`config.mk`:
```
export PLATFORM = sky130hd
export DESIGN_NAME = lpht_ctrl
export DESIGN_NICKNAME = d
export VERILOG_FILES = /design/src/rtl/lpht_pkg.sv /design/src/rtl/lpht_ctrl.sv
export SDC_FILE = /design/constraint.sdc
export NUM_CORES = 1
export LEC_CHECK = 0
export BUFFER_PORTS_ARGS = -buffer_cell sky130_fd_sc_hd__buf_2
export CORE_AREA = 2 2 39 41
export CTS_CLUSTER_DIAMETER = 100
export DETAILED_ROUTE_END_ITERATION = 10
export DIE_AREA = 0 0 41 43
export PLACE_DENSITY_LB_ADDON = 0.08
export SLEW_MARGIN = 10
export SYNTH_ARGS = -nofsm -noshare
export SYNTH_HDL_FRONTEND = slang
export SYNTH_SLANG_ARGS = --single-unit
```
`constraint.sdc`:
```
create_clock -name aclk -period 1.9 [get_ports aclk]
set_clock_uncertainty 0.2 [all_clocks]
set_input_delay 0.57 -clock aclk [delete_from_list [all_inputs] [get_ports aclk]]
set_output_delay 0.57 -clock aclk [all_outputs]
set_load 0.05 [all_outputs]
```
`src/rtl/lpht_pkg.sv`:
```
// Shared types and constants for the linear probing hash table.
// No dependencies; imported by every module of the block.
package lpht_pkg;

    localparam int KEY_W           = 31;
    localparam int SIZE_W          = 11;
    localparam int SLOT_W          = 10;
    localparam int DEF_TABLE_DEPTH = 1024;
    localparam int SIZE_RESET      = 1024;

    localparam logic [1:0] CMD_INSERT = 2'd0;
    localparam logic [1:0] CMD_SEARCH = 2'd1;
    localparam logic [1:0] CMD_DELETE = 2'd2;

    localparam logic [1:0] ST_DONE = 2'd0;
    localparam logic [1:0] ST_MISS = 2'd1;
    localparam logic [1:0] ST_FULL = 2'd2;

    localparam logic [1:0] MARK_EMPTY = 2'd0;
    localparam logic [1:0] MARK_USED  = 2'd1;
    localparam logic [1:0] MARK_TOMB  = 2'd2;

    typedef struct packed {
        logic [1:0]       cmd;
        logic [KEY_W-1:0] key;
    } req_t;

    typedef struct packed {
        logic [1:0]        status;
        logic [SLOT_W-1:0] slot_index;
    } resp_t;

    typedef struct packed {
        logic load;
        logic div_step;
        logic prb_start;
        logic probe;
        logic out_load;
        logic clr_step;
    } lpht_cmd_t;

    typedef struct packed {
        logic cfg_wr;
        logic prb_fin;
        logic out_free;
        logic clr_last;
    } lpht_sts_t;

endpackage

```
`src/rtl/lpht_ctrl.sv`:
```
// Sequencer for the hash table: clear sweep, modulo steps, probe walk, response.
// Depends on lpht_pkg.
module lpht_ctrl
    import lpht_pkg::*;
(
    input  logic      aclk,
    input  logic      aresetn,
    input  logic      s_valid,
    output logic      s_ready,
    input  lpht_sts_t sts,
    output lpht_cmd_t cmd
);

    localparam int DIV_CW = $clog2(KEY_W);

    typedef enum logic [2:0] {
        S_CLEAR,
        S_IDLE,
        S_DIV,
        S_PSTART,
        S_PROBE,
        S_RESP
    } state_t;

    state_t              state_reg, state_next;
    logic                ready_reg, ready_next;
    logic [DIV_CW-1:0]   div_cnt_reg, div_cnt_next;

    assign s_ready = ready_reg;

    always_comb begin
        state_next   = state_reg;
        ready_next   = ready_reg;
        div_cnt_next = div_cnt_reg;
        if (sts.cfg_wr) begin
            state_next = S_CLEAR;
            ready_next = 1'b0;
        end else begin
            unique case (state_reg)
                S_CLEAR: begin
                    if (sts.clr_last) begin
                        state_next = S_IDLE;
                        ready_next = 1'b1;
                    end
                end
                S_IDLE: begin
                    if (s_valid) begin
                        state_next   = S_DIV;
                        ready_next   = 1'b0;
                        div_cnt_next = '0;
                    end
                end
                S_DIV: begin
                    div_cnt_next = div_cnt_reg + 1'b1;
                    if (div_cnt_reg == DIV_CW'(KEY_W - 1)) begin
                        state_next = S_PSTART;
                    end
                end
                S_PSTART: begin
                    state_next = S_PROBE;
                end
                S_PROBE: begin
                    if (sts.prb_fin) begin
                        state_next = S_RESP;
                    end
                end
                S_RESP: begin
                    if (sts.out_free) begin
                        state_next = S_IDLE;
                        ready_next = 1'b1;
                    end
                end
                default: begin
                    state_next = S_CLEAR;
                    ready_next = 1'b0;
                end
            endcase
        end
    end

    always_ff @(posedge aclk) begin
        if (!aresetn) begin
            state_reg   <= S_CLEAR;
            ready_reg   <= 1'b0;
            div_cnt_reg <= '0;
        end else begin
            state_reg   <= state_next;
            ready_reg   <= ready_next;
            div_cnt_reg <= div_cnt_next;
        end
    end

    always_comb begin
        cmd           = '0;
        cmd.clr_step  = (state_reg == S_CLEAR);
        cmd.load      = (state_reg == S_IDLE) && s_valid;
        cmd.div_step  = (state_reg == S_DIV);
        cmd.prb_start = (state_reg == S_PSTART);
        cmd.probe     = (state_reg == S_PROBE);
        cmd.out_load  = (state_reg == S_RESP) && sts.out_free;
    end

endmodule

```
* Word-level counts from Yosys, hierarchy flattened *
Cells that the tools add are included.

storage, ports and cells
  register bits = 9
  bits of input ports = 7
  output and inout bits = 7
  logic and storage cells = 39

cells by class
  add/subtract/negate cells = 1
  eq/ne operators = 11
  muxes and demuxes = 12
  bitwise gates (word level) = 3
  reductions and logical operators = 9

operators by type and width
  operator                                               count
  case mux 3 bit (6 select lines)                        1
  2-to-1 mux 3 bit                                       5
  case mux 5 bit (2 select lines)                        1
  inequality test 2 bit, second input constant           4
  equality test 3 x 2 -> 1 bit, second input constant    2
  equality test 3 bit, second input constant             2
  adder 5 x 1 -> 5 bit, second input constant            1
  equality test 5 bit, second input constant             1
  2-to-1 mux 5 bit                                       1
  AND reduction 5 bit                                    1
  case mux 1 bit (4 select lines)                        1
  AND reduction 4 bit                                    1
  equality test 3 x 1 -> 1 bit, second input constant    1
  zero test 3 bit                                        1
  2-to-1 mux 1 bit                                       3
  NOT 1 bit                                              3
  AND reduction 3 bit                                    1
  OR reduction 3 bit                                     1
  logical AND 1 bit                                      2
  inequality test 2 x 1 -> 1 bit, second input constant  1
  nonzero test 2 bit                                     1
  OR reduction 2 bit                                     1

* Logic depth before layout (Yosys ltp) *
Gate-level depths: netlist of run 1.

  depth in word-level cells = 4
  mapped depth = 6
  mapped depth without buffers = 5

* Worst setup path after synthesis of run 1 *
OpenSTA, ideal clock, no wires.

  path type = flip-flop to output port
  start = reg state_reg[2]
  end = out cmd[0] (netlist bit)
  data arrival time = 1.562 ns
  data required time = 1.130 ns
  path slack = -0.432 ns
  stages on the path, launching flop included = 3
  path buffers = 1
  cell sequence = dfxtp_1 buf_2 nor3_1

RTL lines
  element                 RTL line         source
  from (decl)             lpht_ctrl.sv:25  state_t state_reg, state_next;
  from (signal assigned)  lpht_ctrl.sv:87  state_reg <= state_next;
  to (decl)               lpht_ctrl.sv:11  output lpht_cmd_t cmd

==> results.txt, run 1 <==
* DR pass1 iterations: 4
- The number of clock buffers added by TritonCTS is 3.
* Cell area after layout: 872 µm²
- Crit path max fanout: 2
- Setup repair after global routing missed its margin: yes
- The first global-routing pass estimated 2.08 mm of wire.
* Filler cell count in the final layout: 118
- After technology mapping, the gate count stands at 72.
- For this design the static power due to leakage is 0.000327 µW.
- Measured in cells, the most critical reg-to-reg path has a length of 6.
* Maximum clock rate: 0.502 GHz
* Clock slew at reported path FFs: 60 ps
- The die is 41 µm wide.
* Count of inserted antenna diode cells: 0
- The via count of the first global-routing pass came to 528.
- Fraction of final layout cells with drive strength greater than 1: 0.430
- The worst pin sits at a relative slew slack of 0.819.
- Placed cell areas: 718 µm²
- Once detail routing completed, the nets flagged for antenna violations numbered 0.
* Uppermost signal routing layer after detailed routing: met4
- Setup slack on the worst reg-to-reg path comes out at 60 ps.
* Core Area: 0.00138 mm²
- DIE AREA: 0.00176 mm²
- Counting I/O delays and the setup requirement, the final critical path takes 1990 ps.
- The hold violation count in the final report came to 0.
- Summed instance area of the synthesized netlist: 588 µm²
* Amount of wire on met3 after detailed routing: 55 µm
- Input and output buffers added on the ports amount to 13.
- For this run, the number of Yosys warnings is 0.
- Routability-driven placement finished with a final weighted congestion of 0.689.
- Max reg flops: 5
- In the routed layout, each cell is associated on average with a via count of 5.39.
- The worst register-to-register path begins at state_reg[1].
- After floorplanning, the core was divided into 14 placement rows.
- In the final routing, the length of wire on met1 measures 533 µm.
- From bottom edge to top edge, the die measures 43 µm.
- The initial antenna violation count is 0.
* Run status: finished with violations
- Multi-input combinational cell area: 399 µm²
- Most common cell after layout, fill and taps aside: buf_4
* Routed wire length on met2: 680 µm
* End of the worst register-to-register path: div_cnt_reg[4]
- The worst setup path is of the flip-flop to primary output kind.
- Syn nets: 81
* Maximum number of pins on one net before global-route repair: 16
- Number of levels the H-tree was split into: 1
- After clock tree synthesis, the flow added hold-fix buffers numbering 0.
* Avg Inst Size Synth: 8.17 µm²
- Of the synthesized area, sequential elements account for 0.306.
- STA classifies the critical path endpoint as a primary output.
- In the post-route analysis, the smallest setup slack over all paths is -93.6 ps.
- Area Overhead vs Synth: 48.3%
- Sum of routed wire length over all layers: 1.32 mm
- TritonCTS built the clock tree.
- The worst setup path is launched from a flip-flop.
- Global-route congestion overflow total: 0
- Required arrival time at the worst endpoint: 1130 ps
- Once detailed placement completed, the half-perimeter wirelength came to 940 µm.
- The most critical setup path has its startpoint at state_reg[1].
- Worst slack at placement: -79.7 ps
* Crit share post-route: 1.05
- Hold Path Cell Cnt: 2
* Nets: 103
- Worst-skew pair later-pin latency: 270 ps
- The critical path ends at cmd[4].
- For this design, the sink count on the clock tree is 9.
* Number of endpoints failing setup at the final stage: 4
- The root buffer cell chosen for the clock tree is clkbuf_4.
- Number of ports placed on the die boundary: 14
* WL per Instance: 12.1 µm
- DRC violations left: 0
- Combined global-route utilization of all metal layers: 0.181
- The initial utilization of the core area, before any placement, comes to 0.425.
- Count of state elements after synthesis: 9
- Initial DRC count: 3
- For the pin with the worst max-slew slack, the measured transition is 270 ps.
* Count of final max-slew check failures: 0
* Cell Pwr Density: 492 mW/mm²
- Leaving out fill and tap cells, the most frequent cells in the layout are buf_4, dfxtp_1, buf_2.
- Registers take 183 µm².
* Clk buf depth: 2
* Failing checks: negative setup slack
* Peak supply drop: 0.000355 V
- Vias after detailed routing: 587
- Class of the tightest hold or removal check: flip-flop to flip-flop
- Max Cap Violations: 0
- Distinct cell type count of the synthesized netlist: 27
- Arr. time, crit path: 1220 ps
-- through the flow --
step                hold slack, ps  std cells  setup TNS, ps  utilization  power [µW]
floorplan                      262         72          -47.3            -         249
global placement               297        101          -57.2        0.519         266
detailed placement             297        101          -79.7        0.519         267
CTS                            310        106           -260        0.595         429
global route                   340        109           -492        0.630         454
finish                         302        109           -231        0.630         429
-- power by group --
| group | leakage, µW | switching (µW) | internal (µW) |
|---|---|---|---|
| Clock | 0.0000150 | 71.9 | 81.3 |
| Combinational | 0.000238 | 45.3 | 35.6 |
| Sequential | 0.0000739 | 2.69 | 193 |
-- worst min-delay path by stage --
stage | end | startpoint
2_1_floorplan | div_cnt_reg[1] | div_cnt_reg[1]
3_3_place_gp | div_cnt_reg[1] | div_cnt_reg[1]
3_5_place_dp | div_cnt_reg[1] | div_cnt_reg[1]
4_1_cts | div_cnt_reg[1] | div_cnt_reg[1]
5_1_grt | div_cnt_reg[2] | div_cnt_reg[2]
6_report | div_cnt_reg[1] | div_cnt_reg[1]
-- critical path, cell delays in order, from the launching register on --
cell,delay [ps]
dfxtp_2,340
or3b_4,390
clkinvlp_4,90
buf_8,130
-- logic make-up after synthesis --
group | synth area share
compound gates | 0.236
fa+ha+maj | 0.0425
buf+inv | 0.0957
flops | 0.306
mux | 0.106
simple gates | 0.213
-- area by class of cell --
cell class | instances | share of cell area
multi-input cells | 51 | 0.458
repair buffers | 24 | 0.244
flip-flops and latches | 9 | 0.209
inverters | 5 | 0.0359
clock buffers | 4 | 0.0301
well taps | 16 | 0.0230
-- Yosys cell counts --
library cell | count | area, µm²
a211oi_1 | 3 | 22.5
a21boi_0 | 1 | 7.51
a21o_1 | 1 | 7.51
a21oi_1 | 6 | 30.0
a31oi_1 | 1 | 6.26
and3b_1 | 1 | 8.76
buf_2 | 3 | 15.0
buf_6 | 1 | 11.3
clkbuf_1 | 3 | 11.3
dfxtp_1 | 9 | 180
ha_1 | 2 | 25.0
inv_1 | 5 | 18.8
mux2_2 | 2 | 22.5
mux2i_1 | 4 | 40.0
nand2_1 | 4 | 15.0
nand2b_1 | 3 | 18.8
nand3_1 | 1 | 5.00
nand3b_1 | 1 | 7.51
nand4b_1 | 1 | 8.76
nand4bb_1 | 1 | 11.3
nor2_1 | 3 | 11.3
nor2b_1 | 3 | 18.8
nor3_1 | 1 | 5.00
o211ai_1 | 6 | 45.0
o21ai_0 | 4 | 20.0
or3_1 | 1 | 6.26
or3b_1 | 1 | 8.76
-- metal layers --
layer / GRT usage / vias up
met5: 0 / -
met4: 0.140 / 0
met3: 0.0471 / 5
met2: 0.303 / 15
met1: 0.170 / 267
li1: - / 300
-- repair_timing --
| item | 4_1_cts | 5_1_grt |
|---|---|---|
| pin swaps | 1 | 4 |
| gates resized for setup | 21 | 6 |
| setup buffers | 1 | 3 |
| endpoints found under the setup margin | 6 | 6 |
Note: power is estimated with default switching activity, not from simulation.
==> inputs of run 2 (changes only) <==
--- a/config.mk
+++ b/config.mk
@@ -10,7 +10,7 @@
 export CTS_CLUSTER_DIAMETER = 100
 export DETAILED_ROUTE_END_ITERATION = 10
 export DIE_AREA = 0 0 41 43
-export PLACE_DENSITY_LB_ADDON = 0.08
+export PLACE_DENSITY = 0.68
 export SLEW_MARGIN = 10
 export SYNTH_ARGS = -nofsm -noshare
 export SYNTH_HDL_FRONTEND = slang
==> results.txt, run 2 (synthesized netlist as in run 1, its figures left out) <==
- Delay-heaviest family, CP: simple AND/OR/NAND/NOR gates (unchanged)
- The depth of the most critical reg-to-reg path came to 4 (was 6).
* Maximum clock rate: 0.496 GHz (was 0.502 GHz)
* End of the worst register-to-register path: state_reg[0] (was div_cnt_reg[4])
- The commonest non-fill, non-tap cell in the layout is buf_2 (was buf_4).
- The share of total power consumed by net switching is 0.281 (was 0.279).
- Slowest Stage Delay on Critical Path: 400 ps (was 390 ps)
- Number of buffers inserted during clock tree synthesis: 3 (unchanged)
- Register-to-register setup slack: 210 ps (was 60 ps)
- The first-iteration detailed-routing DRC count was 7 (was 3).
- DR pass1 iterations: 4 (unchanged)
* Power share of the sequential group: 0.457 (was 0.455)
- The beginning of the critical path was state_reg[1] (unchanged).
- The post-detailed-route via-to-cell ratio came to 5.32 (was 5.39).
- The routed length per placed instance came to 13.0 µm (was 12.1 µm).
- The number of diodes added for antenna fixing is 0 (unchanged).
- The internal power came to 308 µW (was 310 µW).
- Rel. slew slack: 0.824 (was 0.819)
- TritonCTS clock tree: built (unchanged)
- The number of fillers in the final layout is 127 (was 118).
* CTS hold repair buffers: 0 (unchanged)
- Number of endpoints failing setup at the final stage: 4 (unchanged)
- The endpoint arrival time on the critical path was 1240 ps (was 1220 ps).
* Worst-skew pair later-pin latency: 270 ps (about the same)
- The routability congestion estimate from global placement is 0.733 (was 0.689).
- Initial antenna violation count: 0 (unchanged)
- Net switching power of the design: 120 µW (about the same)
* Clock period minus final worst setup slack: 2010 ps (was 1990 ps)
- Origin of the critical flop-to-flop path: state_reg[1] (unchanged)
- Starting utilization of the core area: 0.425 (unchanged)
- Crit path max fanout: 3 (was 2)
* Clock slew at reported path FFs: 60 ps (about the same)
- Number of global-route vias before repair: 535 (was 528)
- The number of cell rows came to 14 (unchanged).
- The detailed-route DRC error count was 0 (unchanged).
- Clk buf depth: 2 (unchanged)
- The count of pins over their slew limit is 0 (unchanged).
* Critical Path, Cell by Cell: or3b_4 > clkinvlp_4 > buf_8 (unchanged)
- The placement-stage worst setup slack is -87.2 ps (was -79.7 ps).
* Count of buffering cells on the critical path with inverters included: 2 (unchanged)
* Combined global-route utilization of all metal layers: 0.191 (was 0.181)
- Kind of launch point of the worst setup path: flip-flop (unchanged)
- The portion of total power attributed to combinational logic is 0.182 (was 0.188).
- Max Cap Violations: 0 (unchanged)
- Critical Path End Type: primary output (unchanged)
- Hold Path Cell Cnt: 2 (unchanged)
- The horizontal extent of the die was 41 µm (unchanged).
- Placed cell areas: 698 µm² (was 718 µm²)
- Sum of routed wire length over all layers: 1.38 mm (was 1.32 mm)
* Nets: 100 (was 103)
- The total clock sinks is 9 (unchanged).
* Vias after detailed routing: 564 (was 587)
- The hold violation count in the final report was 0 (unchanged).
- The post-route worst hold slack came to 303 ps (was 302 ps).
* Fraction of final layout cells with drive strength greater than 1: 0.422 (was 0.430)
* Die Ht: 43 µm (unchanged)
- Clock root buffer: clkbuf_4 (unchanged)
- The remaining antenna violation count after routing is 0 (unchanged).
* Max reg flops: 5 (unchanged)
- The global-route wire length before repair came to 2.21 mm (was 2.08 mm).
- The maximum number of pins on one net before global-route repair was 16 (unchanged).
- The fraction of power consumed by the clock network was 0.360 (was 0.357).
- The area of the die was 0.00176 mm² (unchanged).
- The placeable core region came to 0.00138 mm² (unchanged).
- Peak supply drop: 0.000307 V (was 0.000355 V)
- The standard cell with the maximum stage delay on the critical path was or3b_4 (unchanged).
- The overall overflow remaining after global route is 0 (unchanged).
- The final critical-path setup slack was -115 ps (was -93.6 ps).
- Crit share post-route: 1.06 (was 1.05)
* Slew at the pin closest to its max-slew limit: 262 ps (was 270 ps)
- The number of buffers added on ports came to 13 (unchanged).
- Run status: finished with violations (unchanged)
- The worst min-delay path startpoint is div_cnt_reg[1] (unchanged).
- The CTS H-tree depth was 1 (unchanged).
- HPWL reported at the end of detailed placement: 871 µm (was 940 µm)
- Setup repair after global routing missed its margin: yes (unchanged).
- Cell Pwr Density: 519 mW/mm² (was 492 mW/mm²)
- Worst Setup Path Type: flip-flop to primary output (unchanged)
* Area Overhead vs Synth: 40.4% (was 48.3%)
- Failing checks: negative setup slack (unchanged)
- The leakage power summed over all cells was 0.000311 µW (was 0.000327 µW).
- The final design instance area without fill was 826 µm² (was 872 µm²).
- The data required time at the worst endpoint came to 1130 ps (about the same).
- Class of the tightest hold or removal check: flip-flop to flip-flop (unchanged)
- Number of ports placed on the die boundary: 14 (unchanged)
- Worst hold path endpoint: div_cnt_reg[1] (unchanged)
==> run 2: worst max-delay path by stage <==
stage          endpoint  slack, ps  cells past startpoint
6_report         cmd[4]       -110                      3
5_1_grt          cmd[4]       -130                      3
4_1_cts          cmd[4]       -100                      3
3_5_place_dp     cmd[5]        -90                      4
3_3_place_gp     cmd[5]        -70                      4
2_1_floorplan    cmd[5]        -50                      4
==> run 2: power groups by stage <==
stage | clock network (µW) | registers, µW | logic, µW
after floorplan | 0 | 204 | 45.0
after global placement | 0 | 200 | 63.7
after detailed placement | 0 | 200 | 64.7
after CTS | 157 | 196 | 75.4
after global routing | 167 | 197 | 84.9
final | 154 | 196 | 78.1
==> run 2: per-stage QoR <==
stage                     total power (µW)   util  setup TNS [ps]  cells
after floorplan                        249      -           -47.3     72
after global placement                 263  0.505           -73.5    100
after detailed placement               264  0.505           -87.2    100
after CTS                              429  0.589            -160    105
after global routing                   449  0.597            -430    106
final                                  429  0.597            -215    106
==> run 2: routing by layer <==
layer / vias up / GRT usage / share of wire / wire length, µm
met1: 255 / 0.214 / 0.43 / 597
met5: - / 0 / 0 / 0
met3: 5 / 0.0628 / 0.054 / 74
met4: 0 / 0.0800 / 0.019 / 26
met2: 13 / 0.313 / 0.50 / 685
li1: 291 / - / - / -
==> run 2: final cells by class <==
| class | count | area, µm² | share of cell area |
|---|---|---|---|
| inverter | 5 | 28.8 | 0.0348 |
| sequential | 9 | 184 | 0.223 |
| clock buffer | 4 | 26.3 | 0.0318 |
| multi-input combinational | 51 | 389 | 0.471 |
| tap | 16 | 20.0 | 0.0242 |
| timing repair buffer | 21 | 178 | 0.215 |
==> run 2: repair_timing <==
item                       in CTS  in global routing
resized for setup              24                  1
setup buffers                   1                  1
setup endpoints to repair       6                  6
pin swaps                       2                  1
==> run 2: worst reg2reg max path, cell delays in order (launching register included) <==
cell and delay, ps:
dfxtp_2 350, or3b_4 400, buf_4 170, or3_1 370, a21oi_1 130
